`src/hdl/soa_div.sv`:
```
`default_nettype none
// Restoring divider, one quotient bit per cycle.
module soa_div #(
   parameter int DW = 13,
   parameter int VW = 13
) (
   input  wire logic          clock,
   input  wire logic          reset,
   input  wire logic          start,
   input  wire logic [DW-1:0] dividend,
   input  wire logic [VW-1:0] divisor,
   output logic               done,
   output logic      [DW-1:0] quotient,
   output logic      [VW-1:0] remainder
);

   localparam int CNW = $clog2(DW + 1);

   logic           busy_ff, busy_in;
   logic           done_ff, done_in;
   logic [CNW-1:0] cnt_ff, cnt_in;
   logic [DW-1:0]  quo_ff, quo_in;
   logic [VW-1:0]  rem_ff, rem_in;
   logic [VW-1:0]  dvs_ff, dvs_in;
   logic [VW:0]    trial;
   logic [VW:0]    diff;
   logic           ge;

   // one shift-subtract step
   always_comb begin
      trial = {rem_ff, quo_ff[DW-1]};
      diff  = trial - {1'b0, dvs_ff};
      ge    = trial >= {1'b0, dvs_ff};
      busy_in = busy_ff;
      done_in = 1'b0;
      cnt_in  = cnt_ff;
      quo_in  = quo_ff;
      rem_in  = rem_ff;
      dvs_in  = dvs_ff;
      if (start) begin
         busy_in = 1'b1;
         cnt_in  = CNW'(DW);
         quo_in  = dividend;
         rem_in  = '0;
         dvs_in  = divisor;
      end else if (busy_ff) begin
         rem_in = ge ? diff[VW-1:0] : trial[VW-1:0];
         quo_in = {quo_ff[DW-2:0], ge};
         cnt_in = cnt_ff - 1'b1;
         if (cnt_ff == CNW'(1)) begin
            busy_in = 1'b0;
            done_in = 1'b1;
         end
      end
   end

   always_ff @(posedge clock) begin
      if (reset) begin
         busy_ff <= 1'b0;
         done_ff <= 1'b0;
         cnt_ff  <= '0;
      end else begin
         busy_ff <= busy_in;
         done_ff <= done_in;
         cnt_ff  <= cnt_in;
      end
      quo_ff <= quo_in;
      rem_ff <= rem_in;
      dvs_ff <= dvs_in;
   end

   assign done      = done_ff;
   assign quotient  = quo_ff;
   assign remainder = rem_ff;

endmodule
`default_nettype wire

```
`config.mk`:
```
export PLATFORM = sky130hd
export DESIGN_NAME = soa_div
export DESIGN_NICKNAME = d
export VERILOG_FILES = /design/src/hdl/soa_div.sv
export SDC_FILE = /design/constraint.sdc
export NUM_CORES = 1
export LEC_CHECK = 0
export BUFFER_PORTS_ARGS = -buffer_cell sky130_fd_sc_hd__buf_2
export CORE_MARGIN = 3
export CORE_UTILIZATION = 40
export CTS_BUF_LIST = sky130_fd_sc_hd__clkbuf_8
export DETAILED_ROUTE_END_ITERATION = 6
export PLACE_DENSITY = 0.61
export SYNTH_ARGS = -nofsm -noshare
export SYNTH_HDL_FRONTEND = slang
export SYNTH_SLANG_ARGS = --single-unit
```
`constraint.sdc`:
```
create_clock -name clock -period 4.2 [get_ports clock]
set_clock_uncertainty 0.1 [all_clocks]
set_input_delay 0.84 -clock clock [delete_from_list [all_inputs] [get_ports clock]]
set_output_delay 0.84 -clock clock [all_outputs]
set_load 0.03 [all_outputs]
```
==> impl_metrics.sql <==
INSERT INTO impl_metrics (metric_group, metric, value, unit) VALUES
('route', 'route.detailed.wl_per_inst', '14.52', 'microns'),
('synth', 'postSynth.asyncResetShare', '0', ''),
('clock_network', 'cts_hold_buf', '0', ''),
('placement', 'finalWeightedCongestion', '0.8257', ''),
('sta', 'whs', '0.3999', 'ns'),
('sta', 'final.setup.worst_slack', '1.340', 'ns'),
('pwr', 'vdd_ir_drop_max', '0.2302', 'mV'),
('clock_network', 'clkSinkCount', '45', ''),
('cells_and_area', 'final_cell_count_no_fill', '355', ''),
('synth', 'ys_seq_elements', '45', ''),
('floorplan', 'dieHeight', '84.16', 'microns'),
('cells_and_area', 'nNetsFinal', '327', ''),
('synth', 'sequential_element_share_of_the_synthesized_area', '0.4752', ''),
('placement', 'dpl.cell_count', '347', ''),
('sta', 'maxClockFrequency', '0.3496', 'GHz'),
('sta', 'grt_setup_unrepaired', 'false', ''),
('synth', 'synthFlopType', 'sky130_fd_sc_hd__edfxtp_1', ''),
('floorplan', 'core.rowCount', '27', ''),
('route', 'viasPerCell', '5.118', ''),
('grt', 'groute.usage.overall', '0.1555', ''),
('clock_network', 'cts_htree_levels', '2', ''),
('synth', 'synth.top_cell.area_share', '0.3195', ''),
('route', 'postRouteWirelength', '5156', 'microns'),
('placement', 'pre_cts_worst_setup_slack', '1.360', 'ns'),
('sta', 'min_period', '2.860', 'ns'),
('synth', 'synth_top_cells_by_area', 'sky130_fd_sc_hd__edfxtp_1, sky130_fd_sc_hd__dfxtp_1, sky130_fd_sc_hd__ha_1', ''),
('pwr', 'seq_power_share', '0.499', ''),
('route', 'drcViolationCount', '0', ''),
('synth', 'synthCells', '225', ''),
('route', 'detailedRoute.firstIterationViolations', '91', ''),
('grt', 'number_of_global_route_vias_before_repair', '1845', ''),
('route', 'detailroute.via_count', '1817', ''),
('route', 'drtPass1Iterations', '4', ''),
('worst_hold_path', 'hold_depth', '2', ''),
('placement', 'dp.final_hpwl', '3786', 'microns'),
('worst_setup_path', 'arrival', '2.99', 'ns'),
('route', 'postRouteAntennaNets', '0', ''),
('sta', 'drv_slew', '0', ''),
('sta', 'endpoints_failing_hold', '0', ''),
('flow_run', 'drv.max_cap_violation_count', '0', ''),
('clock_network', 'clock_tree_root_driver_cell', 'sky130_fd_sc_hd__clkbuf_8', ''),
('worst_setup_path', 'worstPathMaxFanout', '17', ''),
('floorplan', 'dieWidth', '84.16', 'microns'),
('synth', 'syn_avg_cell_area', '10.86', 'sq um'),
('cells_and_area', 'syn2layout_area_growth', '17.46', '%'),
('sta', 'maxSlewHeadroom', '0.5806', ''),
('synth', 'synth.cell_area', '0.002444', 'sq mm'),
('clock_network', 'tritoncts.num_buffers', '5', ''),
('cells_and_area', 'drive_above_1_share', '0.3004', ''),
('worst_setup_path', 'path_class', 'flip-flop to flip-flop', ''),
('synth', 'yosysMostFrequentCell', 'sky130_fd_sc_hd__edfxtp_1', ''),
('synth', 'synth.distinct_cells', '46', ''),
('grt', 'global_route.overflow_total', '0', ''),
('pwr', 'internal_power_summed_over_all_cells', '0.7268', 'mW'),
('worst_setup_path', 'timing.critical_path.to_type', 'flip-flop', ''),
('cells_and_area', 'final_core_utilization', '0.5027', ''),
('pwr', 'share_of_power_burned_in_the_clock_network', '0.246', ''),
('sta', 'setup_viol_count_final', '0', ''),
('worst_setup_path', 'required', '4.33', 'ns'),
('clock_network', 'path_clk_slew', '0.09', 'ns'),
('outcome', 'run_status', 'completed', ''),
('grt', 'grt_antenna_before_repair', '0', ''),
('worst_hold_path', 'hp-class', 'flip-flop to flip-flop', ''),
('sta', 'timing.final.crit_share', '0.6810', ''),
('sta', 'timing.setup.tns', '0', 'ns'),
('pwr', 'total_power', '1.059', 'mW'),
('clock_network', 'post_cts.repair.setup_buffers', '0', ''),
('cells_and_area', 'final_area', '0.002870', 'sq mm'),
('clock_network', 'clk-insertion-delay-late', '0.30', 'ns'),
('sta', 'worst-slew-pin-transition', '0.6267', 'ns'),
('cells_and_area', 'antenna_cells', '0', '');
-- per-layer routing --
metal	wire length, microns	vias to the layer above	global-route usage
li1	-	934	-
met1	2457	829	0.2120
met2	2327	47	0.2418
met3	301	7	0.04416
met4	69	0	0.04386
met5	0	-	0
-- final cells by class --
class                      count  area, sq um
clock buffer                   5        68.82
clock inverter                 3        15.01
fill                         564         2839
inverter                      18        67.56
multi-input combinational    155         1177
sequential                    45         1161
tap                           72        90.09
timing repair buffer          57        290.3
-- power by group through the flow --
stage | clock, mW | combinational, mW | sequential, mW
after floorplan | 0 | 0.160 | 0.578
after global placement | 0 | 0.268 | 0.539
after detailed placement | 0 | 0.271 | 0.539
after CTS | 0.271 | 0.272 | 0.530
after global routing | 0.289 | 0.300 | 0.536
final | 0.260 | 0.270 | 0.529
-- cells by family after synthesis --
group,count (synthesis),share of synthesized area
and+or+nand+nor,58,0.1111
AOI/OAI and AO/OA,49,0.1516
DFF,45,0.4752
buffers and inverters,25,0.04301
muxes,21,0.09473
adders and majority gates,16,0.08500
xor gates and xnor gates,11,0.03943
-- critical path: stages (launching register included) --
cell                       delay (ns)
sky130_fd_sc_hd__edfxtp_1        0.39
sky130_fd_sc_hd__inv_1           0.09
sky130_fd_sc_hd__ha_1            0.17
sky130_fd_sc_hd__inv_1           0.05
sky130_fd_sc_hd__fa_1            0.42
sky130_fd_sc_hd__a211oi_2        0.31
sky130_fd_sc_hd__o21ai_2         0.14
sky130_fd_sc_hd__a211oi_2        0.31
sky130_fd_sc_hd__o21ai_4         0.23
sky130_fd_sc_hd__mux2_4          0.37
sky130_fd_sc_hd__a211oi_2        0.20
-- layout by cell type, fill, tap and decap left out, types with 3 or more instances in the layout --
master	synthesis	routed
sky130_fd_sc_hd__a211oi_1	7	7
sky130_fd_sc_hd__a211oi_2	3	3
sky130_fd_sc_hd__a21o_1	3	3
sky130_fd_sc_hd__a21oi_1	13	13
sky130_fd_sc_hd__buf_2	0	55
sky130_fd_sc_hd__clkbuf_8	0	5
sky130_fd_sc_hd__dfxtp_1	19	19
sky130_fd_sc_hd__edfxtp_1	26	26
sky130_fd_sc_hd__ha_1	15	15
sky130_fd_sc_hd__inv_1	18	20
sky130_fd_sc_hd__mux2_2	13	13
sky130_fd_sc_hd__mux2i_1	7	7
sky130_fd_sc_hd__nand2_1	15	15
sky130_fd_sc_hd__nand3_1	3	3
sky130_fd_sc_hd__nor2_1	24	24
sky130_fd_sc_hd__nor3_1	3	3
sky130_fd_sc_hd__o211ai_1	5	5
sky130_fd_sc_hd__o21ai_1	3	3
sky130_fd_sc_hd__or3_1	3	3
sky130_fd_sc_hd__xnor2_1	6	6
sky130_fd_sc_hd__xor2_1	5	5
-- flip-flops by register name, indices dropped and copies added (netlist names) --
signal and flops:
quotient 13, done 1, cnt_ff 4, dvs_ff 13, busy_ff 1, remainder 13
-- final timing paths --
check | from | endpoint | slack [ns]
worst min-delay path | remainder[12] | remainder[12] | 0.40
worst min register to register | remainder[12] | remainder[12] | 0.40
worst max register to register | quotient[12] | remainder[0] | 1.34
worst max-delay path | quotient[12] | remainder[0] | 1.34
Power figures use the tool's default switching activity.
