$ cat src/hdl/soa_ram.sv
`default_nettype none
module soa_ram #(
   parameter int WIDTH     = 8,
   parameter int ADDR_BITS = 4
) (
   input  wire logic                 clock,
   input  wire logic                 wr_en,
   input  wire logic [ADDR_BITS-1:0] wr_addr,
   input  wire logic [WIDTH-1:0]     wr_data,
   input  wire logic [ADDR_BITS-1:0] rd_addr,
   output logic      [WIDTH-1:0]     rd_data
);

   logic [WIDTH-1:0] mem [2**ADDR_BITS];
   logic [WIDTH-1:0] rd_data_ff;

   always_ff @(posedge clock) begin
      if (wr_en) begin
         mem[wr_addr] <= wr_data;
      end
      rd_data_ff <= mem[rd_addr];
   end

   assign rd_data = rd_data_ff;

endmodule
`default_nettype wire

$ cat config.mk
export PLATFORM = sky130hd
export DESIGN_NAME = soa_ram
export DESIGN_NICKNAME = d
export VERILOG_FILES = /design/src/hdl/soa_ram.sv
export SDC_FILE = /design/constraint.sdc
export NUM_CORES = 1
export LEC_CHECK = 0
export BUFFER_PORTS_ARGS = -buffer_cell sky130_fd_sc_hd__buf_2
export CAP_MARGIN = 20
export CORE_MARGIN = 4
export CORE_UTILIZATION = 54
export CTS_CLUSTER_SIZE = 30
export DETAILED_ROUTE_END_ITERATION = 6
export GPL_TIMING_DRIVEN = 1
export PLACE_DENSITY = 0.74
export SYNTH_ARGS = -nofsm -noshare
export SYNTH_HDL_FRONTEND = slang
export SYNTH_SLANG_ARGS = --single-unit
$ cat constraint.sdc
create_clock -name clock -period 2.05 [get_ports clock]
set_clock_uncertainty 0.05 [all_clocks]
set_input_delay 0.41 -clock clock [delete_from_list [all_inputs] [get_ports clock]]
set_output_delay 0.41 -clock clock [all_outputs]
set_load 0.005 [all_outputs]
==> results of run 1 <==
worst paths after layout:
kind	start	endpoint	depth (start not counted)
max	rd_data[6]	rd_data[6]	1
min	wr_data[0]	mem[0][0]	1
max reg2reg	mem[5][2]	rd_data[2]	3
min reg2reg	mem[14][7]	rd_data[7]	3
layout make-up:
| class | count | area, µm² | area share, % |
|---|---|---|---|
| sequential | 136 | 4000 | 65.3 |
| multi-input combinational | 83 | 1060 | 17.2 |
| clock buffer | 20 | 425 | 6.94 |
| timing repair buffer | 50 | 350 | 5.72 |
| tap | 129 | 161 | 2.63 |
| clock inverter | 11 | 131 | 2.14 |
report_power, final:
group          switching, µW  internal [µW]
logic                    155            132
clock network           1030           1820
registers               21.0           3110
total                   1210           5060
flip-flops by register name (all words and copies together), names as in the netlist:
register and flops:
mem 128, rd_data 8
worst register-to-register path, stage by stage, from the launching register on:
cell	delay, ns
edfxtp_1	0.36
mux4_1	0.58
a22oi_1	0.27
nand2_1	0.08
cells by family (layout without fill, tap and decap cells):
group           count (synthesis)  count (layout)  share of synthesized area (%)
mux                            32              32                           15.0
compound gates                 16              16                           2.33
buf+inv                        10              81                           1.68
flops                         136             136                           77.8
simple gates                   35              35                           3.18
metrics by stage:
step	utilization (%)	std cells
final	66.3	429
after global routing	66.3	429
after CTS	66.3	429
after detailed placement	60.3	398
after global placement	60.3	398
after floorplan	-	229
cells in the final DEF, fill, tap and decap left out, drive strengths merged:
cell	instances
and2b	1
nand3	1
edfxtp	128
buf	50
nand3b	2
nor3	4
and2	1
bufinv	3
nor2b	1
or3b	1
a22oi	16
nand2b	2
clkbuf	20
clkinv	6
nor2	13
clkinvlp	2
mux4	32
nand2	9
dfxtp	8
routing by layer:
layer / vias up / track usage (%) / part of all wire (%)
li1: 1089 / - / -
met1: 1273 / 26.8 / 43
met2: 85 / 28.1 / 49
met3: 10 / 6.86 / 6.8
met4: 0 / 5.83 / 0.95
met5: - / 0 / 0
==> results.sh, run 1 <==
export IMPL_antenna_found_initial=0
export IMPL_die_area_um2=11200
export IMPL_ys_ff_latch=136
export IMPL_clk_path_buf_depth=2
export IMPL_hold_buffers=0
export IMPL_cp_slowest_cell="dfxtp_1"
export IMPL_first_pass_iters=4
export IMPL_place_hpwl_um=6090
export IMPL_grt_overflow=0
export IMPL_dp_worst_setup_slack_ns=0.157
export IMPL_worst_pin_slew_ns=0.437
export IMPL_r2r_setup_slack_ns=0.60
export IMPL_crit_path_start_kind="register"
export IMPL_fin_crit_sh_pct=71.8
export IMPL_grt_pass1_vias=2600
export IMPL_p_leak_uw=0.00211
export IMPL_n_antenna_cell=0
export IMPL_post_cts_resized=0
export IMPL_place_congestion=0.741
export IMPL_path_clk_slew_ns=0.05
export IMPL_finalHoldViolCount=0
export IMPL_port_buffers=25
export IMPL_insertion_delay_ns=0.52
export IMPL_drt_wl_total_um=9470
export IMPL_cp_required_ns=1.59
export IMPL_boundaryPins=26
export IMPL_maxCapViolCount=0
export IMPL_postCtsSetupBuffers=0
export IMPL_final_max_slew_violation_count=0
export IMPL_worst_slack_ns=0.579
export IMPL_slowest_delay_ns=0.36
export IMPL_synth_edf_count=128
export IMPL_async_reset_ff_share_pct=0
export IMPL_drive_gt1_share_pct=31.3
export IMPL_cts_num_sinks=136
export IMPL_drc=0
export IMPL_cp_num_buf_inv=1
export IMPL_synthCells=229
export IMPL_placed_area_um2=5570
export IMPL_worstSetupEndpointType="primary output"
export IMPL_slew_headroom_pct=70.8
export IMPL_vias_per_cell=5.73
export IMPL_yosysTopAreaCellShare_pct=74.7
export IMPL_worst_ir_drop_vdd_uv=662
export IMPL_clockRootBuffer="clkbuf_8"
export IMPL_fmaxAchievable_mhz=680
export IMPL_vias=2457
export IMPL_crit_arrival_ns=1.01
export IMPL_synthTopCellsByArea="edfxtp_1 75%, mux4_2 7.9%, mux4_1 7.1%"
export IMPL_status="completed"
export IMPL_synth_warnings=0
export IMPL_cp_max_fo=1
export IMPL_yosysTopAreaCell="edfxtp_1"
export IMPL_initial_core_util_pct=55.7
export IMPL_avgSynthCellArea_um2=22.5
export IMPL_synth_ff_type="edfxtp_1"
export IMPL_fillerInstances=609
export IMPL_min_path_type="in2reg"
export IMPL_period_minus_slack_ns=1.47
export IMPL_rows=35
export IMPL_die_w_um=106
export IMPL_crit_chain="buf_2"
export IMPL_drt_initial_drc_count=202
export IMPL_syn_num_nets=247
export IMPL_p_total_uw=6270
export IMPL_cts_tree="yes"
export IMPL_synth_common_cells="128 x edfxtp_1, 18 x mux4_2, 16 x a22oi_1"
export IMPL_cts_htree_levels=4
export IMPL_final_antenna_net_count=0
export IMPL_die_h_um=106
export IMPL_ys_types=19
export IMPL_wl_per_cell_um=22.1
export IMPL_area_growth_pct=19.1
export IMPL_rsz0062_at_grt="no"
export IMPL_grt_pass1_wl_um=14900
export IMPL_nets=306
export IMPL_core_area_um2=9240
export IMPL_hold_ws_ns=0.213
export IMPL_syn_cell_area_um2=5150
export IMPL_power_density_nw_per_um2=1020
export IMPL_yosysSeqAreaShare_pct=77.8
export IMPL_crit_family="flip-flops"
export IMPL_critical_path_class="reg2out"
export IMPL_yosysMostFrequentCell="edfxtp_1"
export IMPL_track_usage_pct=19.0
export IMPL_stdcell_area_um2=6130
export IMPL_grt_max_degree=22
export IMPL_fin_tns_setup_ns=0
export IMPL_setup_viol=0
export IMPL_cts_made_buffers=17
Note: power is estimated with default switching activity, not from simulation.
==> run 2, diff against run 1 <==
--- a/config.mk
+++ b/config.mk
@@ -5,14 +5,15 @@
 export SDC_FILE = /design/constraint.sdc
 export NUM_CORES = 1
 export LEC_CHECK = 0
+export ABC_AREA = 1
 export BUFFER_PORTS_ARGS = -buffer_cell sky130_fd_sc_hd__buf_2
 export CAP_MARGIN = 20
 export CORE_MARGIN = 4
-export CORE_UTILIZATION = 54
+export CORE_UTILIZATION = 57
 export CTS_CLUSTER_SIZE = 30
 export DETAILED_ROUTE_END_ITERATION = 6
 export GPL_TIMING_DRIVEN = 1
-export PLACE_DENSITY = 0.74
+export PLACE_DENSITY = 0.75
 export SYNTH_ARGS = -nofsm -noshare
 export SYNTH_HDL_FRONTEND = slang
 export SYNTH_SLANG_ARGS = --single-unit
==> constraint.sdc (replaced) <==
create_clock -name clock -period 1.5 [get_ports clock]
set_clock_uncertainty 0.05 [all_clocks]
set_input_delay 0.3 -clock clock [delete_from_list [all_inputs] [get_ports clock]]
set_output_delay 0.3 -clock clock [all_outputs]
set_load 0.005 [all_outputs]
==> results.sh, run 2 <==
export IMPL_status="completed"
export IMPL_min_path_type="in2reg"
export IMPL_rows=36
export IMPL_die_area_um2=11800
export IMPL_p_comb_share_pct=5.7
export IMPL_synth_warnings=0
export IMPL_intPower_uw=7500
export IMPL_finalHoldViolCount=0
export IMPL_swShare_pct=19.7
export IMPL_regMostFlops="mem"
export IMPL_ys_ff_latch=136
export IMPL_crit_family="flip-flops"
export IMPL_wl_per_cell_um=17.1
export IMPL_yosysTopAreaCell="edfxtp_1"
export IMPL_reg2regPathDepth=6
export IMPL_grt_pass1_wl_um=19800
export IMPL_synth_edf_count=128
export IMPL_place_congestion=0.872
export IMPL_insertion_delay_ns=0.52
export IMPL_vias=3905
export IMPL_syn_cell_area_um2=5770
export IMPL_crit_path_start_kind="register"
export IMPL_ys_types=12
export IMPL_fin_cells=744
export IMPL_post_cts_resized=0
export IMPL_p_leak_uw=0.00300
export IMPL_synthCells=551
export IMPL_fin_tns_setup_ns=0
export IMPL_critical_path_class="reg2out"
export IMPL_yosysSeqAreaShare_pct=69.4
export IMPL_syn_num_nets=569
export IMPL_grt_pass1_vias=3789
export IMPL_yosysMostFrequentCell="nand2_1"
export IMPL_yosysTopAreaCellShare_pct=66.7
export IMPL_vias_per_cell=5.25
export IMPL_clockRootBuffer="clkbuf_8"
export IMPL_track_usage_pct=23.5
export IMPL_drt_wl_total_um=12700
export IMPL_crit_arrival_ns=1.01
export IMPL_power_share_clock_pct=48.5
export IMPL_largest_reg_flops=128
export IMPL_initial_core_util_pct=58.7
export IMPL_layout_commonest_cell="nand2_1"
export IMPL_slowest_delay_ns=0.36
export IMPL_power_frac_seq_pct=45.7
export IMPL_final_max_slew_violation_count=0
export IMPL_hold_ws_ns=0.133
export IMPL_setup_viol=0
export IMPL_worst_pin_slew_ns=0.363
export IMPL_path_clk_slew_ns=0.06
export IMPL_grt_max_degree=42
export IMPL_final_antenna_net_count=0
export IMPL_hold_path_depth=1
export IMPL_synthTopCellsByArea="edfxtp_1 67%, nand2_1 11%, nand3_1 8.4%"
export IMPL_cp_num_buf_inv=1
export IMPL_grt_overflow=0
export IMPL_die_w_um=109
export IMPL_n_antenna_cell=0
export IMPL_worstSetupEndpointType="primary output"
export IMPL_slew_headroom_pct=75.8
export IMPL_cts_htree_levels=4
export IMPL_avgSynthCellArea_um2=10.5
export IMPL_cp_required_ns=1.15
export IMPL_async_reset_ff_share_pct=0
export IMPL_drc=0
export IMPL_synth_common_cells="173 x nand2_1, 128 x edfxtp_1, 100 x inv_1"
export IMPL_cts_tree="yes"
export IMPL_power_density_nw_per_um2=1370
export IMPL_core_area_um2=9820
export IMPL_p_total_uw=9350
export IMPL_fin_crit_sh_pct=90.4
export IMPL_drt_initial_drc_count=421
export IMPL_p_switching_uw=1850
export IMPL_cp_depth=1
export IMPL_clk_path_buf_depth=2
export IMPL_fmaxAchievable_mhz=737
export IMPL_place_hpwl_um=7610
export IMPL_synth_ff_type="edfxtp_1"
export IMPL_nets=616
export IMPL_boundaryPins=26
export IMPL_dp_cells=712
export IMPL_cp_slowest_cell="dfxtp_1"
export IMPL_cp_max_fo=1
export IMPL_cts_num_sinks=136
export IMPL_hold_buffers=0
export IMPL_antenna_found_initial=0
export IMPL_drive_gt1_share_pct=13.7
export IMPL_layout_common_cells="173 x nand2_1, 128 x edfxtp_1, 100 x inv_1"
export IMPL_postCtsSetupBuffers=0
export IMPL_die_h_um=109
export IMPL_maxCapViolCount=0
export IMPL_worst_ir_drop_vdd_uv=857
export IMPL_area_growth_pct=17.9
export IMPL_port_buffers=25
export IMPL_crit_chain="buf_2"
export IMPL_period_minus_slack_ns=1.36
export IMPL_rsz0062_at_grt="no"
export IMPL_cts_made_buffers=17
export IMPL_first_pass_iters=5
[run 2: layer usage]
layer | share of wire (%) | up-vias | track usage, %
met5 | 0 | - | 0
met4 | 1.8 | 0 | 8.57
met3 | 7.6 | 18 | 7.52
met2 | 51 | 163 | 38.8
met1 | 40 | 1860 | 29.1
li1 | - | 1864 | -
[run 2: power by group through the flow]
stage / clock [µW] / combinational [µW] / sequential (µW)
6_report: 4540 / 537 / 4270
5_1_grt: 4770 / 588 / 4280
4_1_cts: 4570 / 532 / 4270
3_5_place_dp: 0 / 524 / 4350
3_3_place_gp: 0 / 513 / 4350
2_1_floorplan: 0 / 300 / 4350
[run 2: metrics by stage]
| step | setup WS (ns) | utilization (%) | instance area [µm²] |
|---|---|---|---|
| final | 0.144 | 69.3 | 6800 |
| after global routing | 0.118 | 69.3 | 6800 |
| after CTS | 0.135 | 69.3 | 6800 |
| after detailed placement | 0.0863 | 62.6 | 6140 |
| after global placement | 0.103 | 62.6 | 6140 |
| after floorplan | 0.199 | - | 5770 |
[run 2: cell type report]
type	instances	area [µm²]
Inverter	102	383
Clock inverter	8	165
Timing Repair Buffer	52	378
Sequential cell	136	4000
Fill cell	733	3020
Clock buffer	24	490
Multi-Input combinational cell	289	1210
Tap cell	133	166
[run 2: kinds of logic (layout without fill, tap and decap cells)]
logic type | after synthesis | in the layout | synth area share, %
buffers and inverters | 126 | 186 | 9.52
AND/OR/NAND/NOR | 289 | 289 | 21.0
flip-flops | 136 | 136 | 69.4
[run 2: worst paths after layout]
kind	start	endpoint	slack, ns
worst min-delay path	wr_data[2]	mem[2][2]	0.13
worst max register to register	mem[1][4]	rd_data[4]	0.41
worst min register to register	mem[15][4]	rd_data[4]	0.64
worst max-delay path	rd_data[7]	rd_data[7]	0.14
==> run 3, diff against run 2 <==
--- a/config.mk
+++ b/config.mk
@@ -10,7 +10,6 @@
 export CAP_MARGIN = 20
 export CORE_MARGIN = 4
 export CORE_UTILIZATION = 57
-export CTS_CLUSTER_SIZE = 30
 export DETAILED_ROUTE_END_ITERATION = 6
 export GPL_TIMING_DRIVEN = 1
 export PLACE_DENSITY = 0.75
==> constraint.sdc (replaced) <==
create_clock -name clock -period 1.5 [get_ports clock]
set_clock_uncertainty 0.05 [all_clocks]
set_input_delay 0.3 -clock clock [delete_from_list [all_inputs] [get_ports clock]]
set_output_delay 0.3 -clock clock [all_outputs]
set_load 0.1 [all_outputs]
==> results.sh, run 3 (same netlist as run 2, synthesis figures left out) <==
export IMPL_rr_endpoint="rd_data[4]"
export IMPL_cts_tree="yes"
export IMPL_slowest_delay_ns=0.35
export IMPL_first_pass_iters=5
export IMPL_drt_initial_drc_count=395
export IMPL_largest_reg_flops=128
export IMPL_area_growth_pct=19.0
export IMPL_grt_pass1_wl_um=19900
export IMPL_final_antenna_net_count=0
export IMPL_die_area_um2=11800
export IMPL_crit_chain="buf_6"
export IMPL_cts_made_buffers=17
export IMPL_layout_commonest_cell="nand2_1"
export IMPL_worst_pin_slew_ns=0.361
export IMPL_grt_pass1_vias=3793
export IMPL_crit_arrival_ns=1.11
export IMPL_dp_worst_setup_slack_ns=0.0863
export IMPL_cp_depth=1
export IMPL_cts_htree_levels=4
export IMPL_wl_per_cell_um=17.2
export IMPL_cp_max_fo=1
export IMPL_cp_slowest_cell="dfxtp_1"
export IMPL_place_congestion=0.872
export IMPL_slew_headroom_pct=75.9
export IMPL_postCtsSetupBuffers=0
export IMPL_r2r_start="mem[1][4]"
export IMPL_p_total_uw=9570
export IMPL_final_max_slew_violation_count=0
export IMPL_track_usage_pct=23.6
export IMPL_p_leak_uw=0.00302
export IMPL_cp_num_buf_inv=1
export IMPL_insertion_delay_ns=0.53
export IMPL_drt_wl_total_um=12800
export IMPL_place_hpwl_um=7610
export IMPL_reg2regPathDepth=6
export IMPL_drive_gt1_share_pct=13.9
export IMPL_cts_num_sinks=136
export IMPL_core_area_um2=9820
export IMPL_maxCapViolCount=0
export IMPL_finalHoldViolCount=0
export IMPL_layout_common_cells="173 x nand2_1, 128 x edfxtp_1, 100 x inv_1"
export IMPL_hold_ws_ns=0.127
export IMPL_worst_slack_ns=0.0440
export IMPL_die_h_um=109
export IMPL_fillerInstances=726
export IMPL_critical_path_class="reg2out"
export IMPL_setup_viol=0
export IMPL_regMostFlops="mem"
export IMPL_boundaryPins=26
export IMPL_min_path_type="in2reg"
export IMPL_worstSetupEndpointType="primary output"
export IMPL_grt_overflow=0
export IMPL_initial_core_util_pct=58.7
export IMPL_rows=36
export IMPL_placed_area_um2=6140
export IMPL_stdcell_area_um2=6860
export IMPL_grt_max_degree=42
export IMPL_fmaxAchievable_mhz=687
export IMPL_r2r_setup_slack_ns=0.41
export IMPL_clockRootBuffer="clkbuf_8"
export IMPL_power_density_nw_per_um2=1390
export IMPL_rsz0062_at_grt="no"
export IMPL_post_cts_resized=13
export IMPL_hold_buffers=0
export IMPL_worst_ir_drop_vdd_uv=853
export IMPL_crit_family="flip-flops"
export IMPL_cp_required_ns=1.15
export IMPL_port_buffers=25
export IMPL_die_w_um=109
export IMPL_period_minus_slack_ns=1.46
export IMPL_crit_path_start_kind="register"
export IMPL_nets=616
export IMPL_path_clk_slew_ns=0.06
export IMPL_antenna_found_initial=0
export IMPL_fin_tns_setup_ns=0
export IMPL_clk_path_buf_depth=2
export IMPL_status="completed"
export IMPL_n_antenna_cell=0
export IMPL_endpoint="rd_data[0]"
export IMPL_vias=3901
export IMPL_vias_per_cell=5.24
export IMPL_startpoint="rd_data[0]"
export IMPL_fin_crit_sh_pct=97.1
export IMPL_drc=0
run 3: how the worst min path moves through the flow:
stage | from | to | slack (ns) | cells after the start
3_5_place_dp | mem[12][1] | rd_data[1] | 0.63 | 6
4_1_cts | wr_data[2] | mem[1][2] | 0.11 | 1
6_report | wr_data[2] | mem[10][2] | 0.13 | 1
5_1_grt | wr_data[2] | mem[15][2] | 0.12 | 1
2_1_floorplan | wr_data[0] | mem[0][0] | 0.35 | 0
3_3_place_gp | mem[14][4] | rd_data[4] | 0.59 | 6
run 3: per-stage QoR:
| step | std cells | util (%) |
|---|---|---|
| 2_1_floorplan | 551 | - |
| 3_3_place_gp | 712 | 62.6 |
| 3_5_place_dp | 712 | 62.6 |
| 4_1_cts | 744 | 69.6 |
| 5_1_grt | 744 | 69.9 |
| 6_report | 744 | 69.9 |
run 3: layout make-up:
type                    count  area [µm²]  area share (%)
clock buffers              24         490            7.15
clock inverters             8         165            2.41
inverters                 102         383            5.58
multi-input cells         289        1210            17.7
flip-flops and latches    136        4010            58.4
well taps                 133         166            2.43
repair buffers             52         437            6.37
run 3: routing by layer:
layer / share of wire (%) / track usage [%] / vias to the layer above
met5: 0 / 0 / -
met4: 2.3 / 8.57 / 0
met3: 8.8 / 7.16 / 27
met2: 51 / 39.2 / 196
met1: 38 / 29.4 / 1816
li1: - / - / 1862
run 3: report_power, final:
| group | internal (µW) | switching (µW) |
|---|---|---|
| Sequential | 4250 | 32.7 |
| Combinational | 208 | 542 |
| Clock | 3080 | 1450 |
| Total | 7540 | 2030 |
